## src/sv/bal_pkg.sv

```systemverilog
`timescale 1ns / 1ps
`default_nettype none

package bal_pkg;

    localparam int CAPACITY = 1024;
    localparam int ADDR_W   = $clog2(CAPACITY);
    localparam int CNT_W    = $clog2(CAPACITY + 1);
    localparam int POS_W    = 11;
    localparam int WORD_W   = 32;
    localparam int CMP_W    = (POS_W > CNT_W) ? POS_W : CNT_W;

    typedef enum logic [3:0] {
        ACT_READ       = 4'd0,
        ACT_WRITE      = 4'd1,
        ACT_INSERT     = 4'd2,
        ACT_ERASE      = 4'd3,
        ACT_PUSH_BACK  = 4'd4,
        ACT_PUSH_FRONT = 4'd5,
        ACT_POP_BACK   = 4'd6,
        ACT_POP_FRONT  = 4'd7,
        ACT_CLEAR      = 4'd8,
        ACT_READ_LAST  = 4'd9
    } action_t;

    typedef enum logic [1:0] {
        STS_OK    = 2'd0,
        STS_FULL  = 2'd1,
        STS_RANGE = 2'd2,
        STS_EMPTY = 2'd3
    } status_t;

    typedef enum logic [1:0] {
        ST_IDLE,
        ST_READ,
        ST_SHIFT,
        ST_FINISH
    } ctrl_state_t;

    typedef struct packed {
        logic [3:0]               action;
        logic [POS_W-1:0]         position;
        logic signed [WORD_W-1:0] item_value;
    } req_t;

    typedef struct packed {
        logic signed [WORD_W-1:0] read_word;
        status_t                  status;
        logic [CNT_W-1:0]         count;
        logic                     is_empty;
    } rsp_t;

    typedef struct packed {
        logic              rd_en;
        logic [ADDR_W-1:0] rd_addr;
        logic              wr_en;
        logic [ADDR_W-1:0] wr_addr;
        logic [WORD_W-1:0] wr_data;
    } ram_cmd_t;

endpackage

`default_nettype wire

```

## src/sv/bal_ctrl.sv

```systemverilog
`timescale 1ns / 1ps
`default_nettype none

module bal_ctrl
    import bal_pkg::*;
(
    input  wire logic              clk,
    input  wire logic              rst_n,
    input  wire logic              req_valid,
    output logic                   req_ready,
    input  wire req_t              req,
    output logic                   res_valid,
    input  wire logic              res_take,
    output rsp_t                   res,
    output ram_cmd_t               cmd,
    input  wire logic [WORD_W-1:0] rd_data
);

    ctrl_state_t       state_reg, state_next;
    logic [CNT_W-1:0]  count_reg, count_next;
    logic [WORD_W-1:0] word_reg, word_next;
    status_t           status_reg, status_next;
    logic [ADDR_W-1:0] pos_reg, pos_next;
    logic [WORD_W-1:0] val_reg, val_next;
    logic [ADDR_W-1:0] cur_reg, cur_next;
    logic [CNT_W-1:0]  rem_reg, rem_next;
    logic              pend_valid_reg, pend_valid_next;
    logic [ADDR_W-1:0] pend_addr_reg, pend_addr_next;
    logic              open_reg, open_next;
    logic              capture_reg, capture_next;

    logic [CMP_W-1:0]  pos_ext;
    logic [CMP_W-1:0]  cnt_ext;
    logic              full;
    logic              empty;
    logic [ADDR_W-1:0] last_addr;

    assign pos_ext   = CMP_W'(req.position);
    assign cnt_ext   = CMP_W'(count_reg);
    assign full      = (count_reg >= CNT_W'(CAPACITY));
    assign empty     = (count_reg == '0);
    assign last_addr = ADDR_W'(count_reg - CNT_W'(1));

    always_ff @(posedge clk or negedge rst_n)
    begin
        if (!rst_n)
        begin
            state_reg      <= ST_IDLE;
            count_reg      <= '0;
            pend_valid_reg <= 1'b0;
        end
        else
        begin
            state_reg      <= state_next;
            count_reg      <= count_next;
            pend_valid_reg <= pend_valid_next;
        end
    end

    always_ff @(posedge clk)
    begin
        word_reg      <= word_next;
        status_reg    <= status_next;
        pos_reg       <= pos_next;
        val_reg       <= val_next;
        cur_reg       <= cur_next;
        rem_reg       <= rem_next;
        pend_addr_reg <= pend_addr_next;
        open_reg      <= open_next;
        capture_reg   <= capture_next;
    end

    always_comb
    begin
        state_next      = state_reg;
        count_next      = count_reg;
        word_next       = word_reg;
        status_next     = status_reg;
        pos_next        = pos_reg;
        val_next        = val_reg;
        cur_next        = cur_reg;
        rem_next        = rem_reg;
        pend_valid_next = 1'b0;
        pend_addr_next  = pend_addr_reg;
        open_next       = open_reg;
        capture_next    = capture_reg;
        cmd             = '0;
        req_ready       = 1'b0;
        res_valid       = 1'b0;

        unique case (state_reg)
            ST_IDLE:
            begin
                req_ready = 1'b1;
                if (req_valid)
                begin
                    word_next   = '0;
                    status_next = STS_OK;
                    state_next  = ST_FINISH;
                    val_next    = req.item_value;
                    unique case (req.action) inside
                        ACT_READ:
                        begin
                            if (pos_ext >= cnt_ext)
                            begin
                                status_next = STS_RANGE;
                            end
                            else
                            begin
                                cmd.rd_en   = 1'b1;
                                cmd.rd_addr = req.position[ADDR_W-1:0];
                                state_next  = ST_READ;
                            end
                        end
                        ACT_WRITE:
                        begin
                            if (pos_ext >= cnt_ext)
                            begin
                                status_next = STS_RANGE;
                            end
                            else
                            begin
                                cmd.wr_en   = 1'b1;
                                cmd.wr_addr = req.position[ADDR_W-1:0];
                                cmd.wr_data = req.item_value;
                            end
                        end
                        ACT_INSERT, ACT_PUSH_FRONT:
                        begin
                            if (full)
                            begin
                                status_next = STS_FULL;
                            end
                            else if (req.action == ACT_INSERT && pos_ext > cnt_ext)
                            begin
                                status_next = STS_RANGE;
                            end
                            else
                            begin
                                // open a gap: walk down from the last element
                                pos_next     = (req.action == ACT_INSERT) ?
                                               req.position[ADDR_W-1:0] : '0;
                                cur_next     = last_addr;
                                rem_next     = (req.action == ACT_INSERT) ?
                                               count_reg - CNT_W'(req.position) :
                                               count_reg;
                                open_next    = 1'b1;
                                capture_next = 1'b0;
                                state_next   = ST_SHIFT;
                            end
                        end
                        ACT_ERASE, ACT_POP_FRONT:
                        begin
                            if (empty)
                            begin
                                status_next = STS_EMPTY;
                            end
                            else if (req.action == ACT_ERASE && pos_ext >= cnt_ext)
                            begin
                                status_next = STS_RANGE;
                            end
                            else
                            begin
                                // close the gap: walk up from the erased element
                                pos_next     = (req.action == ACT_ERASE) ?
                                               req.position[ADDR_W-1:0] : '0;
                                cur_next     = (req.action == ACT_ERASE) ?
                                               req.position[ADDR_W-1:0] : '0;
                                rem_next     = (req.action == ACT_ERASE) ?
                                               count_reg - CNT_W'(req.position) :
                                               count_reg;
                                open_next    = 1'b0;
                                capture_next = (req.action == ACT_POP_FRONT);
                                state_next   = ST_SHIFT;
                            end
                        end
                        ACT_PUSH_BACK:
                        begin
                            if (full)
                            begin
                                status_next = STS_FULL;
                            end
                            else
                            begin
                                cmd.wr_en   = 1'b1;
                                cmd.wr_addr = ADDR_W'(count_reg);
                                cmd.wr_data = req.item_value;
                                count_next  = count_reg + CNT_W'(1);
                            end
                        end
                        ACT_POP_BACK:
                        begin
                            if (empty)
                            begin
                                status_next = STS_EMPTY;
                            end
                            else
                            begin
                                cmd.rd_en   = 1'b1;
                                cmd.rd_addr = last_addr;
                                count_next  = count_reg - CNT_W'(1);
                                state_next  = ST_READ;
                            end
                        end
                        ACT_CLEAR:
                        begin
                            count_next = '0;
                        end
                        ACT_READ_LAST:
                        begin
                            if (empty)
                            begin
                                status_next = STS_EMPTY;
                            end
                            else
                            begin
                                cmd.rd_en   = 1'b1;
                                cmd.rd_addr = last_addr;
                                state_next  = ST_READ;
                            end
                        end
                        default:
                        begin
                        end
                    endcase
                end
            end

            ST_READ:
            begin
                word_next  = rd_data;
                state_next = ST_FINISH;
            end

            ST_SHIFT:
            begin
                // one read issued and at most one write retired per cycle
                if (rem_reg != '0)
                begin
                    cmd.rd_en       = 1'b1;
                    cmd.rd_addr     = cur_reg;
                    cur_next        = open_reg ? cur_reg - ADDR_W'(1) :
                                                 cur_reg + ADDR_W'(1);
                    rem_next        = rem_reg - CNT_W'(1);
                    pend_valid_next = 1'b1;
                    pend_addr_next  = cur_reg;
                end

                if (pend_valid_reg)
                begin
                    if (open_reg)
                    begin
                        cmd.wr_en   = 1'b1;
                        cmd.wr_addr = pend_addr_reg + ADDR_W'(1);
                        cmd.wr_data = rd_data;
                    end
                    else if (pend_addr_reg == pos_reg)
                    begin
                        // first element of the gap is dropped, or returned on pop front
                        if (capture_reg)
                        begin
                            word_next = rd_data;
                        end
                    end
                    else
                    begin
                        cmd.wr_en   = 1'b1;
                        cmd.wr_addr = pend_addr_reg - ADDR_W'(1);
                        cmd.wr_data = rd_data;
                    end
                end
                else if (rem_reg == '0)
                begin
                    if (open_reg)
                    begin
                        cmd.wr_en   = 1'b1;
                        cmd.wr_addr = pos_reg;
                        cmd.wr_data = val_reg;
                        count_next  = count_reg + CNT_W'(1);
                    end
                    else
                    begin
                        count_next = count_reg - CNT_W'(1);
                    end
                    state_next = ST_FINISH;
                end
            end

            ST_FINISH:
            begin
                res_valid = 1'b1;
                if (res_take)
                begin
                    state_next = ST_IDLE;
                end
            end

            default:
            begin
                state_next = ST_IDLE;
            end
        endcase
    end

    always_comb
    begin
        res.read_word = word_reg;
        res.status    = status_reg;
        res.count     = count_reg;
        res.is_empty  = (count_reg == '0);
    end

endmodule

`default_nettype wire

```

## config.mk

```make
export PLATFORM = sky130hd
export DESIGN_NAME = bal_ctrl
export DESIGN_NICKNAME = d
export VERILOG_FILES = /design/src/sv/bal_pkg.sv /design/src/sv/bal_ctrl.sv
export SDC_FILE = /design/constraint.sdc
export NUM_CORES = 1
export LEC_CHECK = 0
export BUFFER_PORTS_ARGS = -buffer_cell sky130_fd_sc_hd__buf_2
export CAP_MARGIN = 5
export CORE_ASPECT_RATIO = 0.75
export CORE_MARGIN = 5
export CORE_UTILIZATION = 60
export CTS_CLUSTER_SIZE = 8
export DETAILED_ROUTE_END_ITERATION = 12
export PLACE_DENSITY = 0.89
export REMOVE_ABC_BUFFERS = 1
export SLEW_MARGIN = 20
export SYNTH_ARGS = -nofsm -noshare
export SYNTH_HDL_FRONTEND = slang
export SYNTH_SLANG_ARGS = --single-unit
```

## constraint.sdc

```tcl
create_clock -name clk -period 7.5 [get_ports clk]
set_input_delay 2.25 -clock clk [delete_from_list [all_inputs] [get_ports clk]]
set_output_delay 2.25 -clock clk [all_outputs]
set_load 0.005 [all_outputs]
```

==> impl_metrics.tcl, run 1 <==
set metrics [dict create \
    finalCriticalPeriod_ps 7204 \
    gp_congestion 1.010 \
    core_area_um2 13150 \
    startpoint_type "input pin" \
    drive_above_1_share 0.2627 \
    cap_viol_max_count 0 \
    rsz0062_at_grt "no" \
    critPathKind "in -> out" \
    yosys_most_used_dff "edfxtp_1" \
    synth-async-reset-ratio 0.1138 \
    cts-root-buf "clkbuf_16" \
    leakagePower_nw 3.981 \
    drc 0 \
    vias 7820 \
    avgRoutedWirePerCell_um 22.42 \
    period_share 0.9606 \
    setup_tns_ps 0 \
    hold_viol 0 \
    syn_area_um2 8134 \
    chipWidth_um 144.4 \
    cp_max_fo 10 \
    seq_area_frac_synth 0.4455 \
    final_nets 1102 \
    drtAntennaViolNets 0 \
    min_path_type "reg -> reg" \
    grt_antenna_before_repair 1 \
    grt_use_total 0.3249 \
    finalNonFillerCells 1173 \
    outcome "completed" \
    first_iter_violations 1171 \
    p_per_area_nw_per_um2 169.8 \
    total_power_mw 1.652 \
    tightestPinTransition_ps 1088 \
    cts_resized 0 \
    syn_inst 827 \
    die_area_um2 16010 \
    yosys.area.top_type_share 0.4024 \
    initial_utilization 0.6184 \
    dp_cells 1140 \
    dp_slack_ps 447.3 \
    cts_setup_buffers 0 \
    yosysTopAreaCell "edfxtp_1" \
    area_growth_pct 19.60 \
    postRouteWirelength_um 26300 \
    finClkSkew_ps 11.05 \
    grt_max_degree 44 \
    grt_pass1_vias 7349 \
    insertion_delay_ps 420 \
    grt_pass1_wl_um 40580 \
    hpwl_um 18330 \
    synthTopCellsByCount "edfxtp_1 (109), nor2_1 (83), inv_1 (65)" \
    cp.required_ps 5250 \
    row_count 36 \
    cts_tree "built" \
    synth.most_common_cell "edfxtp_1" \
    cts_buffer_depth 2 \
    cts_max_level 4 \
    cts_buffers 17 \
    syn-mean-instance-area_um2 9.836 \
    ys_top_cells_by_area "edfxtp_1 (40%), a221o_1 (4.6%), ha_1 (4.5%)" \
    n_fill_cell 912 \
    hold_ws_ps 486.0 \
    yosys_warnings 0 \
    final_max_slew_viol_count 0 \
    synth-edff-count 109 \
    cp.arrival_ps 4950 \
    crit_path_end_kind "output pin" \
    cts_hold_buf 0 \
    io_pins 185 \
    ys_seq_elements 123 \
    overflow 0 \
    clock_sinks 123 \
    peakVddDrop_mv 0.1902 \
    postLayoutSetupSlackWorst_ps 295.7 \
    drt_first_pass_iters 6 \
    synth.distinct_cells 84 \
    via_per_inst 6.667 \
    slew_headroom 0.2717 \
    port-buffer-count 184 \
    die_y_um 110.8 \
    fmax_mhz 138.8 \
    clkTransAtPathRegs_ps 60 \
    setup_viol 0 \
]
==> routing by layer <==
layer | wire length, um | up-vias | global-route usage
met3 | 3544 | 115 | 0.09875
met1 | 9836 | 3677 | 0.4454
met5 | 0 | - | 0.01974
li1 | - | 3404 | -
met4 | 1095 | 0 | 0.1293
met2 | 11820 | 624 | 0.4798
==> logic make-up after synthesis <==
family / synth area share
and+or+nand+nor: 0.1780
AOI/OAI and AO/OA: 0.2161
DFF: 0.4455
buffers and inverters: 0.05861
xor gates and xnor gates: 0.04845
adders and majority gates: 0.04953
muxes: 0.003846
==> cell usage in the layout, fill, tap and decap left out, drive strengths merged, types with 3 or more instances in the layout <==
master	synthesis	final
a221o	37	37
o211ai	5	5
o31ai	8	8
or3	6	6
and3	9	9
nor3	18	18
nor2b	9	9
a211o	3	3
buf	19	194
edfxtp	109	109
clkinv	1	6
ha	29	29
inv	65	71
nand3	13	13
nand2	51	51
o21ai	36	36
clkbuf	33	18
nand2b	12	12
o221ai	11	11
a22oi	9	9
o22ai	8	8
nor3b	4	4
a21oi	44	44
and2	34	34
dfrtp	14	14
xnor2	21	21
a21o	9	9
a211oi	11	11
nor4	9	9
o21a	5	5
or2	6	6
or4	7	7
nor2	84	84
nand4	11	11
a22o	6	6
xor2	24	24
a31oi	10	10
==> report_power, final <==
group	total (mW)	internal, mW	switching (mW)	leakage, nW
registers	0.743	0.742	0.000633	1.15
logic	0.116	0.0500	0.0662	2.55
clock network	0.793	0.463	0.331	0.274
==> stage by stage <==
stage,utilization,cell area [um^2]
finish,0.7396,9728
detailed placement,0.6961,9155
CTS,0.7391,9721
floorplan,-,7905
global placement,0.6961,9155
global route,0.7396,9728
==> critical path: stages <==
cell and delay [ps]:
buf_2 110, inv_1 170, ha_1 360, nand4_1 170, nor2_1 80, a2111oi_2 380
o21ai_2 170, nor2_1 860, a221o_1 290, buf_2 110
==> worst paths after layout <==
| path | startpoint | end | slack, ps | depth (start not counted) |
|---|---|---|---|---|
| worst max-delay path | req[35] | cmd[36] | 300 | 10 |
| worst min-delay path | cur_reg[6] | pend_addr_reg[6] | 490 | 0 |
| worst max register to register | cnt_ext[0] | rem_reg[1] | 4140 | 9 |
| worst min register to register | cur_reg[6] | pend_addr_reg[6] | 490 | 0 |
| max in group asynchronous | rst_n | state_reg[1] | 5490 | 1 |
| min in group asynchronous | rst_n | cnt_ext[9] | 1740 | 1 |
==> layout make-up <==
| class | count | area (um^2) | area share |
|---|---|---|---|
| Multi-Input combinational cell | 586 | 4079 | 0.4193 |
| Clock inverter | 14 | 136.4 | 0.01402 |
| Timing Repair Buffer | 194 | 996.0 | 0.1024 |
| Sequential cell | 123 | 3623 | 0.3725 |
| Antenna cell | 1 | 2.502 | 0.0002572 |
| Tap cell | 171 | 214.0 | 0.02199 |
| Clock buffer | 18 | 429.2 | 0.04412 |
| Inverter | 66 | 247.7 | 0.02547 |
No activity file was read; power rests on OpenSTA's default activity.
==> run 2, diff against run 1 <==
==> constraint.sdc (replaced) <==
create_clock -name clk -period 7.5 [get_ports clk]
set_input_delay 1.5 -clock clk [delete_from_list [all_inputs] [get_ports clk]]
set_output_delay 1.5 -clock clk [all_outputs]
set_load 0.005 [all_outputs]
==> run 2 against run 1 <==
Critical path depth is the same; largest cell class unchanged; highest routed layer unchanged; critical endpoint is now cmd[44]; final cell count is essentially flat; maximum frequency grew 23%; largest power group unchanged; clock skew grew 0.90 ps; setup slack gained 1300 ps.
==> impl_metrics.tcl, run 2 (synthesis gave the netlist of run 1 again) <==
set metrics [dict create \
    outcome "completed" \
    final_common_cell "buf_2" \
    overflow 0 \
    p_per_area_nw_per_um2 173.3 \
    finClkSkew_ps 11.95 \
    cp.arrival_ps 4370 \
    crit_path_top_delay_cell "or4_1" \
    dp_cells 1141 \
    grt_antenna_before_repair 0 \
    chipWidth_um 144.4 \
    setup_tns_ps 0 \
    row_count 36 \
    vias 7647 \
    clock_sinks 123 \
    postLayoutSetupSlackWorst_ps 1634 \
    grt_use_total 0.3204 \
    fmax_mhz 170.5 \
    cts_max_level 4 \
    area_growth_pct 20.00 \
    ff2ff_path_depth 9 \
    reg2reg_slack_ps 4160 \
    avgRoutedWirePerCell_um 22.09 \
    cp_common_cell "buf_2" \
    cts_setup_buffers 0 \
    setup_viol 0 \
    insertion_delay_ps 430 \
    initial_utilization 0.6184 \
    cts_buffer_depth 2 \
    regArea_um2 3623 \
    hold_end "pend_addr_reg[6]" \
    drtAntennaViolNets 0 \
    critPathKind "in -> out" \
    finalCriticalPeriod_ps 5866 \
    cp_max_fo 10 \
    grt_pass1_wl_um 39910 \
    via_per_inst 6.514 \
    hold_viol 0 \
    clkTransAtPathRegs_ps 60 \
    cts_buffers 17 \
    startpoint_type "input pin" \
    cts_tree "built" \
    timing.rr.start "cnt_ext[0]" \
    die_area_um2 16010 \
    layout_common_cells "buf_2 (184), edfxtp_1 (109), nor2_1 (83)" \
    cts_hold_buf 0 \
    first_iter_violations 1030 \
    finalNonFillerCells 1174 \
    n_fill_cell 908 \
    crit_path_end_kind "output pin" \
    die_y_um 110.8 \
    path_buf_inv 3 \
    drive_above_1_share 0.2635 \
    tightestPinTransition_ps 1064 \
    hp-start "cur_reg[6]" \
    core_area_um2 13150 \
    postRouteWirelength_um 25930 \
    reg2reg_to "rem_reg[1]" \
    cap_viol_max_count 0 \
    final_nets 1103 \
    period_share 0.7822 \
    cts_resized 0 \
    crit_family "simple AND/OR/NAND/NOR gates" \
    cts-root-buf "clkbuf_16" \
    hpwl_um 18420 \
    gp_congestion 1.006 \
    min_path_type "reg -> reg" \
    dp_slack_ps 1752 \
    grt_pass1_vias 7174 \
    grt_max_degree 44 \
    cp_cell_sequence "buf_2, inv_1, ha_1, nand4_1, nor2_1, a2111oi_2, o21ai_2, or4_1, o221ai_2, buf_2" \
    critPathMaxStageDelay_ps 920 \
    slew_headroom 0.2871 \
    port-buffer-count 184 \
    io_pins 185 \
    rsz0062_at_grt "no" \
    worst_hold_path.num_cells 0 \
    cp.required_ps 6000 \
    peakVddDrop_mv 0.1684 \
    final_max_slew_viol_count 0 \
    leakagePower_nw 3.998 \
    drt_first_pass_iters 6 \
    drc 0 \
    multi_input_area_um2 4079 \
]
-- run 2: cell count changes in the layout (fill, tap and decap cells not counted) --
cell       previous run  this run
clkbuf_1              1         0
clkinv_1              1         2
clkinv_2              2         1
buf_4                10        11
clkinv_4              3         4
bufinv_16             1         2
inv_6                 5         4
-- run 2: final cells by class --
cell class,instances,area share
flip-flops and latches,123,0.3712
repair buffers,195,0.1028
clock buffers,17,0.04358
clock inverters,15,0.01692
well taps,171,0.02192
diodes,1,0.0002564
multi-input cells,586,0.4179
inverters,66,0.02538
-- run 2: worst max-delay path by stage --
stage                      start  endpoint  slack [ps]  cells after the start
floorplan           state_reg[0]   cmd[33]        1520                      7
global placement         req[35]   cmd[44]        1830                     10
detailed placement       req[34]   cmd[44]        1750                     10
CTS                      req[34]   cmd[44]        1740                     10
global route             req[40]   cmd[44]        1570                     10
finish                   req[34]   cmd[44]        1630                     10
-- run 2: routing by layer --
layer / vias to the layer above / wire length, um / GRT usage / part of all wire
met5: - / 0 / 0 / 0
met2: 554 / 11380 / 0.4566 / 0.44
met3: 81 / 3437 / 0.08711 / 0.13
li1: 3412 / - / - / -
met4: 0 / 898 / 0.1212 / 0.035
met1: 3600 / 10210 / 0.4657 / 0.39
-- run 2: through the flow --
step / utilization / hold WS [ps] / power, mW / area [um^2]
after floorplan: - / 456.8 / 0.8125 / 7905
after global placement: 0.6966 / 469.2 / 0.8650 / 9163
after detailed placement: 0.6966 / 468.7 / 0.8686 / 9163
after CTS: 0.7415 / 484.0 / 1.691 / 9753
after global routing: 0.7419 / 493.4 / 1.737 / 9758
final: 0.7421 / 487.1 / 1.691 / 9761
-- run 2: power by group --
part           internal (mW)  total [mW]  switching [mW]
registers              0.742       0.743        0.000668
logic                 0.0499       0.116          0.0658
clock network          0.495       0.833           0.338
total                   1.29        1.69           0.404
==> run 3, diff against run 2 <==
- CORE_UTILIZATION: 60 -> 55
- PLACE_DENSITY: 0.89 -> 0.83
- clock period: 7.5 -> 5.8 ns (I/O delays scaled with it)
==> run 3 against run 2 <==
Total power up 27%; sequential cell count unchanged; sequential share of layout area down 0.34 points; critical path depth unchanged; clock skew down 3.4 ps; utilization down 6.3 points; global-route usage down 2.0 points; register-to-register slack worse by 1500 ps.
==> impl_metrics.tcl, run 3 (synthesis gave the netlist of run 1 again) <==
set metrics [dict create \
    outcome "completed" \
    cts_resized 0 \
    grt_pass1_wl_um 39700 \
    clkTransAtPathRegs_ps 60 \
    cts_tree "built" \
    drc 0 \
    grt_max_degree 62 \
    tightestPinTransition_ps 1176 \
    hold_ws_ps 506.1 \
    cp_common_cell "buf_2" \
    die_area_um2 17350 \
    cp_max_fo 10 \
    p_per_area_nw_per_um2 218.9 \
    overflow 0 \
    avgRoutedWirePerCell_um 21.31 \
    setup_tns_ps 0 \
    critPathKind "in -> out" \
    chipWidth_um 150.4 \
    antennaDiodeCount 0 \
    vias 7507 \
    cp.arrival_ps 3910 \
    postLayoutSetupSlackWorst_ps 734.7 \
    first_iter_violations 809 \
    crit_path_top_delay_cell "or4_1" \
    fmax_mhz 197.4 \
    core_area_um2 14500 \
    die_y_um 115.3 \
    dp_slack_ps 799.3 \
    io_pins 185 \
    grt_antenna_before_repair 0 \
    hold_viol 0 \
    cp_cell_sequence "buf_2, inv_1, ha_1, nand4_1, nor2_1, a2111oi_2, o21ai_2, or4_1, o221ai_2, buf_2" \
    p_comb_frac 0.069 \
    gp_congestion 1.014 \
    final_max_slew_viol_count 0 \
    area_growth_pct 21.10 \
    cts-root-buf "clkbuf_16" \
    period_share 0.8733 \
    switching_power_mw 0.5012 \
    final_common_cell "buf_2" \
    insertion_delay_ps 430 \
    peakVddDrop_mv 0.1801 \
    critPathMaxStageDelay_ps 870 \
    cts_max_level 4 \
    ff2ff_path_depth 10 \
    p_int_mw 1.655 \
    fin_util 0.6793 \
    drive_above_1_share 0.2675 \
    seqPwrFrac 0.445 \
    finClkSkew_ps 8.574 \
    worst_hold_path.num_cells 0 \
    grt_use_total 0.3000 \
    hpwl_um 18580 \
    cts_buffers 17 \
    port-buffer-count 184 \
    dp_cells 1181 \
    initial_utilization 0.5609 \
    grt_pass1_vias 7051 \
    finalNonFillerCells 1213 \
    cts_hold_buf 0 \
    cp.required_ps 4640 \
    drtAntennaViolNets 0 \
    drt_first_pass_iters 5 \
    cts_buffer_depth 2 \
    rsz0062_at_grt "no" \
    cap_viol_max_count 0 \
    clock_sinks 123 \
    finalCriticalPeriod_ps 5065 \
    setup_viol 0 \
    leakagePower_nw 4.030 \
    row_count 38 \
    final_nets 1114 \
    crit_path_end_kind "output pin" \
    p_sw_frac 0.2325 \
    slew_headroom 0.2103 \
    p_clk_frac 0.485 \
    cts_setup_buffers 0 \
    min_path_type "reg -> reg" \
    postRouteWirelength_um 25850 \
    via_per_inst 6.189 \
    layout_common_cells "buf_2 (184), edfxtp_1 (109), nor2_1 (83)" \
    startpoint_type "input pin" \
]
run 3: changes by cell type in the layout (fill, tap and decap cells not counted), moves of 2 or more:
cell      before  now
nor3_1        12   14
clkinv_4       4    2
clkinv_1       2    4
buf_4         11   22
nor3_2         5    3
run 3: worst max-delay path, delay by kind of cell:
kind	cells	cell delay [ps]
AO/OA/AOI/OAI	3	840
adder cells (fa/ha/maj)	1	430
buffers and inverters	3	340
AND/OR/NAND/NOR	3	1110
run 3: layer usage:
metal  track usage  wire [um]
met1        0.4299      10860
met2        0.4386      11500
met3       0.09614       3071
met4       0.08653        425
met5             0          0
run 3: path summary, 6_finish.rpt:
path / start / end / slack (ps)
max in group asynchronous: rst_n / state_reg[1] / 4880
min: cur_reg[5] / pend_addr_reg[5] / 510
min in group asynchronous: rst_n / cnt_ext[10] / 650
max: req[35] / cmd[45] / 730
min reg2reg: cur_reg[5] / pend_addr_reg[5] / 510
max reg2reg: cnt_ext[1] / cur_reg[3] / 2660
run 3: area by class of cell:
cell class,count,area [um^2]
flip-flops and latches,123,3623
inverters,66,247.7
repair buffers,206,1086
well taps,200,250.2
clock inverters,15,147.6
clock buffers,17,425.4
fillers,1103,4651
multi-input cells,586,4070
run 3: power groups by stage:
stage          clock [mW]  combinational, mW  sequential [mW]
3_5_place_dp            0              0.146            0.978
3_3_place_gp            0              0.143            0.978
2_1_floorplan           0             0.0722            0.978
5_1_grt              1.09              0.164            0.959
6_report             1.05              0.150            0.960
4_1_cts              1.05              0.147            0.960
run 3: metrics by stage:
| step | cell area, um^2 | total power, mW |
|---|---|---|
| after global routing | 9851 | 2.218 |
| final | 9851 | 2.156 |
| after CTS | 9851 | 2.158 |
| after detailed placement | 9278 | 1.124 |
| after floorplan | 7905 | 1.051 |
| after global placement | 9278 | 1.121 |
